[src/design/ard_pkg.sv]
`timescale 1ns / 1ps

package ard_pkg;

    localparam int FREQ_W   = 31;
    localparam int TAB_W    = 4;
    localparam int SYM_W    = 8;
    localparam int FADDR_W  = TAB_W + SYM_W;
    localparam int FDEPTH   = 1 << FADDR_W;
    localparam int NSYM_MAX = 1 << SYM_W;
    localparam int TOT_W    = FREQ_W + SYM_W;

    localparam logic [FREQ_W-1:0] FREQ_MAX  = {FREQ_W{1'b1}};
    // min(2^64-1 div 2^32, 2^30 + 2)
    localparam logic [TOT_W-1:0]  TOT_LIMIT = 39'd1073741826;

    localparam logic [1:0] REQ_LOAD   = 2'd0;
    localparam logic [1:0] REQ_PUSH   = 2'd1;
    localparam logic [1:0] REQ_START  = 2'd2;
    localparam logic [1:0] REQ_DECODE = 2'd3;

    localparam logic [1:0] ST_OK    = 2'd0;
    localparam logic [1:0] ST_TABLE = 2'd1;
    localparam logic [1:0] ST_DRY   = 2'd2;

    localparam logic REG_ADAPTIVE = 1'b0;
    localparam logic REG_SYMBOLS  = 1'b1;

    typedef enum logic [3:0] {
        S_CLEAR,
        S_IDLE,
        S_START,
        S_ACC,
        S_CHECK,
        S_V_WAIT,
        S_SRCH,
        S_SRCH_CMP,
        S_LO_GO,
        S_LO_WAIT,
        S_HI_GO,
        S_HI_WAIT,
        S_E1,
        S_E2,
        S_ADAPT,
        S_OUT
    } state_t;

    typedef enum logic [1:0] {
        MD_IDLE,
        MD_MUL,
        MD_DIV
    } md_state_t;

    // q = (a * b - sub) / d
    typedef struct packed {
        logic        start;
        logic        sub;
        logic [32:0] a;
        logic [30:0] b;
        logic [32:0] d;
    } md_req_t;

    typedef struct packed {
        logic        busy;
        logic        done;
        logic [32:0] q;
    } md_rsp_t;

    typedef struct packed {
        logic code_bit;
        logic dry;
    } bb_stat_t;

endpackage

[src/design/ard_bitbuf.sv]
`timescale 1ns / 1ps

module ard_bitbuf (
    input  logic              clk,
    input  logic              rst_n,
    input  logic              push_en,
    input  logic [7:0]        push_byte,
    input  logic              pull_en,
    output ard_pkg::bb_stat_t stat
);

    logic [7:0] buf_mem [16];
    logic [3:0] head_reg, head_next;
    logic [4:0] cnt_reg, cnt_next;
    logic [3:0] bl_reg, bl_next;
    logic       empty;
    logic       push_ok;
    logic       pop;
    logic [3:0] bl_cur;
    logic [3:0] bl_dec;
    logic [3:0] wr_idx;

    assign empty   = (bl_reg == 4'd0) && (cnt_reg == 5'd0);
    assign push_ok = push_en && !cnt_reg[4];
    assign bl_cur  = (bl_reg == 4'd0) ? 4'd8 : bl_reg;
    assign bl_dec  = bl_cur - 4'd1;
    assign pop     = pull_en && !empty && (bl_dec == 4'd0);
    assign wr_idx  = head_reg + cnt_reg[3:0];

    assign stat.dry      = empty;
    assign stat.code_bit = empty ? 1'b0 : buf_mem[head_reg][bl_dec[2:0]];

    always_comb
    begin
        head_next = head_reg;
        bl_next   = bl_reg;
        cnt_next  = cnt_reg + {4'd0, push_ok} - {4'd0, pop};
        if (pull_en && !empty)
        begin
            bl_next = bl_dec;
        end
        if (pop)
        begin
            head_next = head_reg + 4'd1;
        end
    end

    always_ff @(posedge clk or negedge rst_n)
    begin
        if (!rst_n)
        begin
            head_reg <= 4'd0;
            cnt_reg  <= 5'd0;
            bl_reg   <= 4'd0;
        end
        else
        begin
            head_reg <= head_next;
            cnt_reg  <= cnt_next;
            bl_reg   <= bl_next;
        end
    end

    always_ff @(posedge clk)
    begin
        if (push_ok)
        begin
            buf_mem[wr_idx] <= push_byte;
        end
    end

endmodule

[config.mk]
export PLATFORM = sky130hd
export DESIGN_NAME = ard_bitbuf
export DESIGN_NICKNAME = d
export VERILOG_FILES = /design/src/design/ard_pkg.sv /design/src/design/ard_bitbuf.sv
export SDC_FILE = /design/constraint.sdc
export NUM_CORES = 1
export LEC_CHECK = 0
export BUFFER_PORTS_ARGS = -buffer_cell sky130_fd_sc_hd__buf_2
export CAP_MARGIN = 20
export CORE_MARGIN = 10
export CORE_UTILIZATION = 47
export DETAILED_ROUTE_END_ITERATION = 6
export GPL_ROUTABILITY_DRIVEN = 0
export PLACE_DENSITY_LB_ADDON = 0.1
export SYNTH_ARGS = -nofsm -noshare
export SYNTH_HDL_FRONTEND = slang
export SYNTH_SLANG_ARGS = --single-unit
[constraint.sdc]
create_clock -name clk -period 8.6 [get_ports clk]
set_input_delay 0.43 -clock clk [delete_from_list [all_inputs] [get_ports clk]]
set_output_delay 0.43 -clock clk [all_outputs]
set_load 0.1 [all_outputs]
==> flow_summary.toml <==
[outcome]
status = "finished, final reports clean"

[global_route]
grt_usage_pct = 13.9
grt_max_degree = 40
grt_pass1_wl_um = 18100
overflow = 0
antenna_found_initial = 0
grt_pass1_vias = 3060

[yosys]
avgSynthCellArea_um2 = 18.0
async_flop_share_pct = 9.22
ys.flop_type = "edfxtp_1"
synth_seq_cells = 141
syn_nets = 356
syn_area_um2 = 5950
synth_edf_count = 128
synthDistinctLibCells = 42
seq_area_frac_synth_pct = 70.0
netlist_instances = 330
yosys_warnings = 0

[worst_setup_path]
crit_required_ns = 8.17
slowest_stage = "buf_2"
critPathMaxStageDelay_ns = 0.52
crit_family = "simple AND/OR/NAND/NOR gates"
critPathMaxFanout = 9
crit_chain = "inv_1, ha_1, nor3b_1, nor2_1, o21ai_0, nor3_1, nor4_1, o32ai_1, buf_2"
arrival_ns = 3.45
crit_path_start_kind = "flip-flop"
r2r_end = "buf_mem[0][5]"
r2r_slack_ns = 5.42
critPathBufInv = 2
worstSetupPathType = "flip-flop to primary output"
cp-end-kind = "primary output"
rr_worst_depth = 5
worstReg2RegStart = "head_reg[0]"

[die]
die-area_um2 = 17600
die_h_um = 133
initial_core_util_pct = 47.6
ioPinCount = 14
core.rowCount = 41
chipWidth_um = 133
core_area_um2 = 12500

[routing]
drt_pre_antenna_iters = 4
dr_wl_met3_um = 717
wl_met1_um = 5010
drt_iter0_markers = 190
drc = 0
top_layer = "met4"
ant_nets = 0
viasPerCell = 5.50
num_vias = 2944
wirelength_um = 11600
routedWlPerCell_um = 21.6
route.met2.wl_um = 5680

[timing]
fin_skew_ns = 0.00491
finalHoldViolCount = 0
clock.fmax_mhz = 257
rsz0062_at_grt = "no"
setup_ws_ns = 4.72
drv_slew = 0
min_period_ns = 3.88
relSlewSlack_pct = 42.3
worstMarginPinSlew_ns = 0.862
timing.final.crit_share_pct = 45.2
setup_viol = 0
tns_ns = 0

[layout]
diodes = 0
largest_reg_flops = 128
final_cell_mix = "edfxtp_1 (128), mux4_2 (28), nor2_1 (23)"
fin_nets = 376
final_area_um2 = 6760
post-route-util_pct = 54.0
final_common_cell = "edfxtp_1"
layout-drive-gt1-share_pct = 22.0
n_fill_cell = 1009
synthToLayoutAreaGrowth_pct = 13.6

[hold_path]
holdCritPathClass = "input pin to flip-flop"
hold-path-cell-count = 2
worstHoldEndpoint = "bl_reg[0]"
min-delay-start = "pull_en"

[power_and_ir_drop]
ir_worst_vdd_uv = 177
leakage_nw = 2.28
power_density_nw_per_um2 = 378

[cts]
cts_max_level = 4
cts_made_buffers = 17
clk_path_buf_depth = 2
cts_resized = 0
cts-hold-fix-buffers = 1
path_clk_slew_ns = 0.06
root_buffer = "clkbuf_16"
postCtsSetupRepairBufs = 0
clock_latency_ns = 0.42
cts_tree = "done"
numClockSinks = 141

[placement]
io_buffers = 13
placed_cell_area_um2 = 6160
place_worst_setup_slack_ns = 5.21
hpwl_um = 7360

[flow_run]
max_cap_violations = 0
[worst reg2reg max path: stages, from the launching register on]
cell and delay [ns]:
dfrtp_2 0.34, buf_4 0.55, ha_1 0.31, fa_1 0.46, or3_1 0.52, nor2_1 0.63
[metal layers]
metal / vias to the layer above / GRT usage (%)
li1: 1349 / -
met1: 1510 / 17.4
met2: 71 / 22.1
met3: 14 / 4.28
met4: 0 / 5.68
met5: - / 0
[worst max-delay path by stage]
stage	startpoint	to	slack (ns)	cells after the start
3_5_place_dp	bl_reg[0]	stat[1]	5.21	9
4_1_cts	bl_reg[0]	stat[1]	4.74	9
5_1_grt	bl_reg[0]	stat[1]	4.61	9
6_report	bl_reg[0]	stat[1]	4.72	9
3_3_place_gp	bl_reg[0]	stat[1]	5.28	9
2_1_floorplan	bl_reg[0]	stat[1]	4.20	9
[logic make-up after synthesis]
kind of cell | count (synthesis) | synth area share [%]
buf+inv | 27 | 2.25
fa+ha+maj | 14 | 3.19
mux | 46 | 14.5
flops | 141 | 70.0
simple gates | 61 | 4.88
xor+xnor | 14 | 2.06
compound gates | 27 | 3.07
[through the flow]
| step | power [W] | instances | hold slack [ns] |
|---|---|---|---|
| finish | 0.00256 | 535 | 0.259 |
| detailed placement | 0.00186 | 502 | 0.343 |
| global route | 0.00270 | 535 | 0.261 |
| floorplan | 0.00165 | 330 | 0.134 |
| CTS | 0.00259 | 535 | 0.244 |
| global placement | 0.00185 | 502 | 0.345 |
[where the power goes]
part | leakage [nW] | switching, W | internal [W]
combinational | 0.696 | 0.000522 | 0.000356
sequential | 1.31 | 0.0000800 | 0.000876
clock | 0.279 | 0.000287 | 0.000434
total | 2.28 | 0.000889 | 0.00167
[synthesized netlist by cell type (all sizes together), types with 2 or more instances]
cell,n,area share (%)
edfxtp,128,65
mux4,31,12
nor2,23,1.5
dfrtp,13,5.5
nand2,13,0.82
ha,12,2.5
inv,12,0.76
mux2i,11,1.8
buf,10,1.2
xnor2,10,1.5
a21oi,6,0.50
o21ai,6,0.50
clkbuf,5,0.32
nor3,5,0.42
mux2,4,0.76
nor4,4,0.42
xor2,4,0.59
nand2b,3,0.32
a211oi,2,0.25
a21o,2,0.25
a31oi,2,0.21
fa,2,0.67
nand3,2,0.17
nand3b,2,0.25
nor2b,2,0.21
nor3b,2,0.25
o22ai,2,0.21
o311ai,2,0.42
[layout make-up]
| cell class | instances | area, µm² | share of cell area, % |
|---|---|---|---|
| clock buffer | 19 | 433 | 6.40 |
| clock inverter | 13 | 158 | 2.33 |
| inverter | 12 | 45.0 | 0.666 |
| multi-input combinational | 162 | 1650 | 24.4 |
| sequential | 141 | 4170 | 61.7 |
| tap | 172 | 215 | 3.18 |
| timing repair buffer | 16 | 90.1 | 1.33 |
No activity file was read; power rests on OpenSTA's default activity.
