--- config.mk ---
export PLATFORM = sky130hd
export DESIGN_NAME = ard_muldiv
export DESIGN_NICKNAME = d
export VERILOG_FILES = /design/src/design/ard_pkg.sv /design/src/design/ard_muldiv.sv
export SDC_FILE = /design/constraint.sdc
export NUM_CORES = 1
export LEC_CHECK = 0
export BUFFER_PORTS_ARGS = -buffer_cell sky130_fd_sc_hd__buf_2
export CAP_MARGIN = 10
export CORE_ASPECT_RATIO = 0.7
export CORE_UTILIZATION = 35
export DETAILED_ROUTE_END_ITERATION = 12
export PLACE_DENSITY = 0.6
export SLEW_MARGIN = 20
export SYNTH_ARGS = -nofsm -noshare
export SYNTH_HDL_FRONTEND = slang
export SYNTH_SLANG_ARGS = --single-unit
--- constraint.sdc ---
create_clock -name clk -period 12.2 [get_ports clk]
set_input_delay 0 -clock clk [delete_from_list [all_inputs] [get_ports clk]]
set_output_delay 0 -clock clk [all_outputs]
set_load 0.02 [all_outputs]
--- src/design/ard_pkg.sv ---
`timescale 1ns / 1ps

package ard_pkg;

    localparam int FREQ_W   = 31;
    localparam int TAB_W    = 4;
    localparam int SYM_W    = 8;
    localparam int FADDR_W  = TAB_W + SYM_W;
    localparam int FDEPTH   = 1 << FADDR_W;
    localparam int NSYM_MAX = 1 << SYM_W;
    localparam int TOT_W    = FREQ_W + SYM_W;

    localparam logic [FREQ_W-1:0] FREQ_MAX  = {FREQ_W{1'b1}};
    // min(2^64-1 div 2^32, 2^30 + 2)
    localparam logic [TOT_W-1:0]  TOT_LIMIT = 39'd1073741826;

    localparam logic [1:0] REQ_LOAD   = 2'd0;
    localparam logic [1:0] REQ_PUSH   = 2'd1;
    localparam logic [1:0] REQ_START  = 2'd2;
    localparam logic [1:0] REQ_DECODE = 2'd3;

    localparam logic [1:0] ST_OK    = 2'd0;
    localparam logic [1:0] ST_TABLE = 2'd1;
    localparam logic [1:0] ST_DRY   = 2'd2;

    localparam logic REG_ADAPTIVE = 1'b0;
    localparam logic REG_SYMBOLS  = 1'b1;

    typedef enum logic [3:0] {
        S_CLEAR,
        S_IDLE,
        S_START,
        S_ACC,
        S_CHECK,
        S_V_WAIT,
        S_SRCH,
        S_SRCH_CMP,
        S_LO_GO,
        S_LO_WAIT,
        S_HI_GO,
        S_HI_WAIT,
        S_E1,
        S_E2,
        S_ADAPT,
        S_OUT
    } state_t;

    typedef enum logic [1:0] {
        MD_IDLE,
        MD_MUL,
        MD_DIV
    } md_state_t;

    // q = (a * b - sub) / d
    typedef struct packed {
        logic        start;
        logic        sub;
        logic [32:0] a;
        logic [30:0] b;
        logic [32:0] d;
    } md_req_t;

    typedef struct packed {
        logic        busy;
        logic        done;
        logic [32:0] q;
    } md_rsp_t;

    typedef struct packed {
        logic code_bit;
        logic dry;
    } bb_stat_t;

endpackage

--- src/design/ard_muldiv.sv ---
`timescale 1ns / 1ps

module ard_muldiv (
    input  logic             clk,
    input  logic             rst_n,
    input  ard_pkg::md_req_t req,
    output ard_pkg::md_rsp_t rsp
);

    ard_pkg::md_state_t phase_reg, phase_next;
    logic [63:0] mcand_reg, mcand_next;
    logic [30:0] mult_reg, mult_next;
    logic [63:0] acc_reg, acc_next;
    logic [5:0]  cnt_reg, cnt_next;
    logic [32:0] rem_reg, rem_next;
    logic [32:0] den_reg, den_next;
    logic        done_reg, done_next;
    logic [33:0] rem_sh;
    logic [33:0] rem_dif;

    always_ff @(posedge clk or negedge rst_n)
    begin
        if (!rst_n)
        begin
            phase_reg <= ard_pkg::MD_IDLE;
            done_reg  <= 1'b0;
        end
        else
        begin
            phase_reg <= phase_next;
            done_reg  <= done_next;
        end
    end

    always_ff @(posedge clk)
    begin
        mcand_reg <= mcand_next;
        mult_reg  <= mult_next;
        acc_reg   <= acc_next;
        cnt_reg   <= cnt_next;
        rem_reg   <= rem_next;
        den_reg   <= den_next;
    end

    always_comb
    begin
        phase_next = phase_reg;
        mcand_next = mcand_reg;
        mult_next  = mult_reg;
        acc_next   = acc_reg;
        cnt_next   = cnt_reg;
        rem_next   = rem_reg;
        den_next   = den_reg;
        done_next  = 1'b0;
        rem_sh     = {rem_reg, acc_reg[63]};
        rem_dif    = rem_sh - {1'b0, den_reg};
        case (phase_reg)
            ard_pkg::MD_IDLE:
            begin
                if (req.start)
                begin
                    mcand_next = {31'd0, req.a};
                    mult_next  = req.b;
                    // preload minus sub so the product lands already corrected
                    acc_next   = req.sub ? {64{1'b1}} : 64'd0;
                    cnt_next   = 6'd0;
                    rem_next   = 33'd0;
                    den_next   = req.d;
                    phase_next = ard_pkg::MD_MUL;
                end
            end
            ard_pkg::MD_MUL:
            begin
                if (mult_reg[0])
                begin
                    acc_next = acc_reg + mcand_reg;
                end
                mcand_next = {mcand_reg[62:0], 1'b0};
                mult_next  = {1'b0, mult_reg[30:1]};
                cnt_next   = cnt_reg + 6'd1;
                if (cnt_reg == 6'd30)
                begin
                    cnt_next   = 6'd0;
                    phase_next = ard_pkg::MD_DIV;
                end
            end
            ard_pkg::MD_DIV:
            begin
                // restoring division, one quotient bit per cycle
                if (rem_sh >= {1'b0, den_reg})
                begin
                    rem_next = rem_dif[32:0];
                    acc_next = {acc_reg[62:0], 1'b1};
                end
                else
                begin
                    rem_next = rem_sh[32:0];
                    acc_next = {acc_reg[62:0], 1'b0};
                end
                cnt_next = cnt_reg + 6'd1;
                if (cnt_reg == 6'd63)
                begin
                    phase_next = ard_pkg::MD_IDLE;
                    done_next  = 1'b1;
                end
            end
            default:
            begin
                phase_next = ard_pkg::MD_IDLE;
            end
        endcase
    end

    assign rsp.busy = (phase_reg != ard_pkg::MD_IDLE);
    assign rsp.done = done_reg;
    assign rsp.q    = acc_reg[32:0];

endmodule

==> results.json <==
{
  "slowest_stage": "a221oi_4",
  "holdWs_ns": 0.159,
  "rsz0062_at_grt": "no",
  "synth.distinct_cells": 75,
  "io_buffers": 135,
  "clkTransAtPathRegs_ns": 0.07,
  "setup-violations-final": 0,
  "status": "completed",
  "cts_made_buffers": 26,
  "synth_area_per_cell_um2": 10.3,
  "crit_required_ns": 12.47,
  "dp_hpwl_um": 28800,
  "critPathMaxFanout": 37,
  "die_h_um": 178,
  "post_drt_via_cell_ratio": 5.33,
  "slew_headroom": 0.358,
  "drc": 0,
  "track_usage": 0.185,
  "critPathMaxStageDelay_ns": 0.77,
  "top_layer_used": "met4",
  "clock-root-buffer": "clkbuf_16",
  "wl_per_cell_um": 18.1,
  "grt_overflow": 0,
  "io_pins": 136,
  "clk_path_buf_depth": 3,
  "fin_util": 0.426,
  "endpoint_kind": "flip-flop",
  "n_antenna_cell": 0,
  "cp_cell_sequence": "inv_1, ha_1, fa_1, and2b_1, o21ai_1, a21boi_1, o31ai_2, a2111oi_2, o21ai_1, o31ai_2, a221oi_4, buf_4, mux2i_1, nor2_1",
  "grt_pass1_wl_um": 65800,
  "synthTopCellsByArea": "edfxtp_1, ha_1, a21oi_1",
  "core_um2": 42900,
  "worstSetupStartpointType": "flip-flop",
  "worst_pin_slew_ns": 0.963,
  "timing.setup.tns_ns": 0,
  "area_delta_synth_final_pct": 18.5,
  "final_net_count": 1884,
  "die_w_um": 253,
  "timing.fmax_mhz": 240,
  "drtAntennaViolNets": 0,
  "hold_viol": 0,
  "synth_seq_area_share": 0.454,
  "synth_edf_count": 231,
  "grt_max_degree": 72,
  "slew_violations": 0,
  "critPathBufInv": 2,
  "synth_most_common_cell": "edfxtp_1",
  "wl_met3_um": 2660,
  "cts_setup_buffers": 0,
  "drive_gt1_frac": 0.164,
  "clk_latency_ns": 0.55,
  "yosysTopAreaCell": "edfxtp_1",
  "arrival_ns": 4.43,
  "first_pass_iters": 7,
  "wl_met1_um": 20700,
  "ys_seq_elements": 234,
  "antenna_found_initial": 0,
  "cts_tree": "done",
  "synth_nets": 1711,
  "yosysWarnings": 0,
  "place.gp.congestion": 0.921,
  "cts-htree-levels": 1,
  "synth_commonest_cells": "edfxtp_1, a21oi_1, nor2_1",
  "cp_top_family": "compound AO/OA/AOI/OAI gates",
  "cts_num_sinks": 234,
  "grt_pass1_vias": 11615,
  "routed_wl_um": 41400,
  "post-place-cells": 2136,
  "met2_length_um": 17200,
  "crit_type": "flip-flop to flip-flop",
  "synth_ff_type": "edfxtp_1",
  "die-area_um2": 45000,
  "rows": 63,
  "async_reset_ff_frac": 0.0128,
  "fin_crit_sh": 0.341,
  "drv_cap": 0,
  "synth_top_cell_area_share": 0.449,
  "finClkSkew_ns": 0.0113,
  "syn_inst": 1506,
  "netlist_area_um2": 15400,
  "period_needed_ns": 4.17,
  "drtIter0Drc": 1130,
  "hp-class": "input port to flip-flop",
  "start_util": 0.360,
  "final_cells": 2284,
  "num_vias": 12178
}
==> worst min-delay path, cell delays in order <==
cell and delay (ns):
buf_2 0.14, nor2_2 0.05, buf_4 0.22, a21oi_1 0.15
==> kinds of logic after synthesis <==
logic type	Yosys count	share of synthesized area
DFF	234	0.454
buffers and inverters	167	0.0497
and+or+nand+nor	387	0.118
AOI/OAI and AO/OA	455	0.192
xor gates and xnor gates	89	0.0505
muxes	70	0.0504
adders and majority gates	104	0.0853
==> repair_timing <==
| action | CTS | global route |
|---|---|---|
| endpoints found under the hold margin | 102 | 0 |
| hold buffers | 100 | 0 |
| resized for setup | 0 | 0 |
==> worst paths after layout <==
path,to,start,depth (start not counted),slack (ns)
setup / recovery,rem_reg[28]$_SDFFCE_PN0P_,acc_reg[63]$_DFFE_PP_,14,8.03
hold / removal,acc_reg[1]$_DFFE_PP_,req[97],4,0.16
setup reg to reg,rem_reg[28]$_SDFFCE_PN0P_,acc_reg[63]$_DFFE_PP_,14,8.03
hold reg to reg,mult_reg[26]$_DFFE_PP_,mult_reg[27]$_DFFE_PP_,1,0.55
max in group asynchronous,done_reg$_DFF_PN0_,rst_n,3,11.61
min in group asynchronous,phase_reg[0]$_DFFE_PN0P_,rst_n,3,0.40
==> through the flow <==
| step | area [um^2] | worst slack [ns] |
|---|---|---|
| CTS | 18300 | 8.06 |
| floorplan | 15400 | 3.81 |
| global route | 18300 | 7.64 |
| detailed placement | 16500 | 8.09 |
| finish | 18300 | 8.03 |
| global placement | 16500 | 8.24 |
==> routing by layer <==
metal,up-vias,track usage
met1,5844,0.279
met5,-,0
met2,407,0.270
li1,5876,-
met4,0,0.0432
met3,51,0.0330
==> layout make-up <==
cell class	count	area [um^2]
clock buffer	32	694
clock inverter	16	129
fill	4130	24600
inverter	65	244
multi-input combinational	1105	7710
sequential	234	7010
tap	585	732
timing repair buffer	247	1770
==> cells in the final DEF (no fill, tap or decap), drive strengths merged, types with 8 or more instances in the layout <==
cell type | netlist | layout
a21o | 77 | 77
o21a | 12 | 12
nand4 | 20 | 20
edfxtp | 231 | 231
mux2 | 62 | 62
and3 | 13 | 13
o21ai | 91 | 91
and2 | 41 | 41
dlygate4sd3 | 0 | 100
a31oi | 41 | 41
a21oi | 142 | 142
xor2 | 39 | 39
inv | 65 | 65
nor2 | 120 | 120
nand3 | 23 | 23
buf | 48 | 147
o21bai | 18 | 18
nor2b | 11 | 11
clkbuf | 54 | 32
a211oi | 12 | 12
clkinv | 0 | 13
a221oi | 8 | 8
xnor2 | 50 | 50
nand2 | 116 | 116
ha | 102 | 102
nand2b | 13 | 13
mux2i | 8 | 8
nor3 | 13 | 13
Power is not shown: default switching activity piles up to over one toggle a cycle in this logic, so the estimate is an artifact.
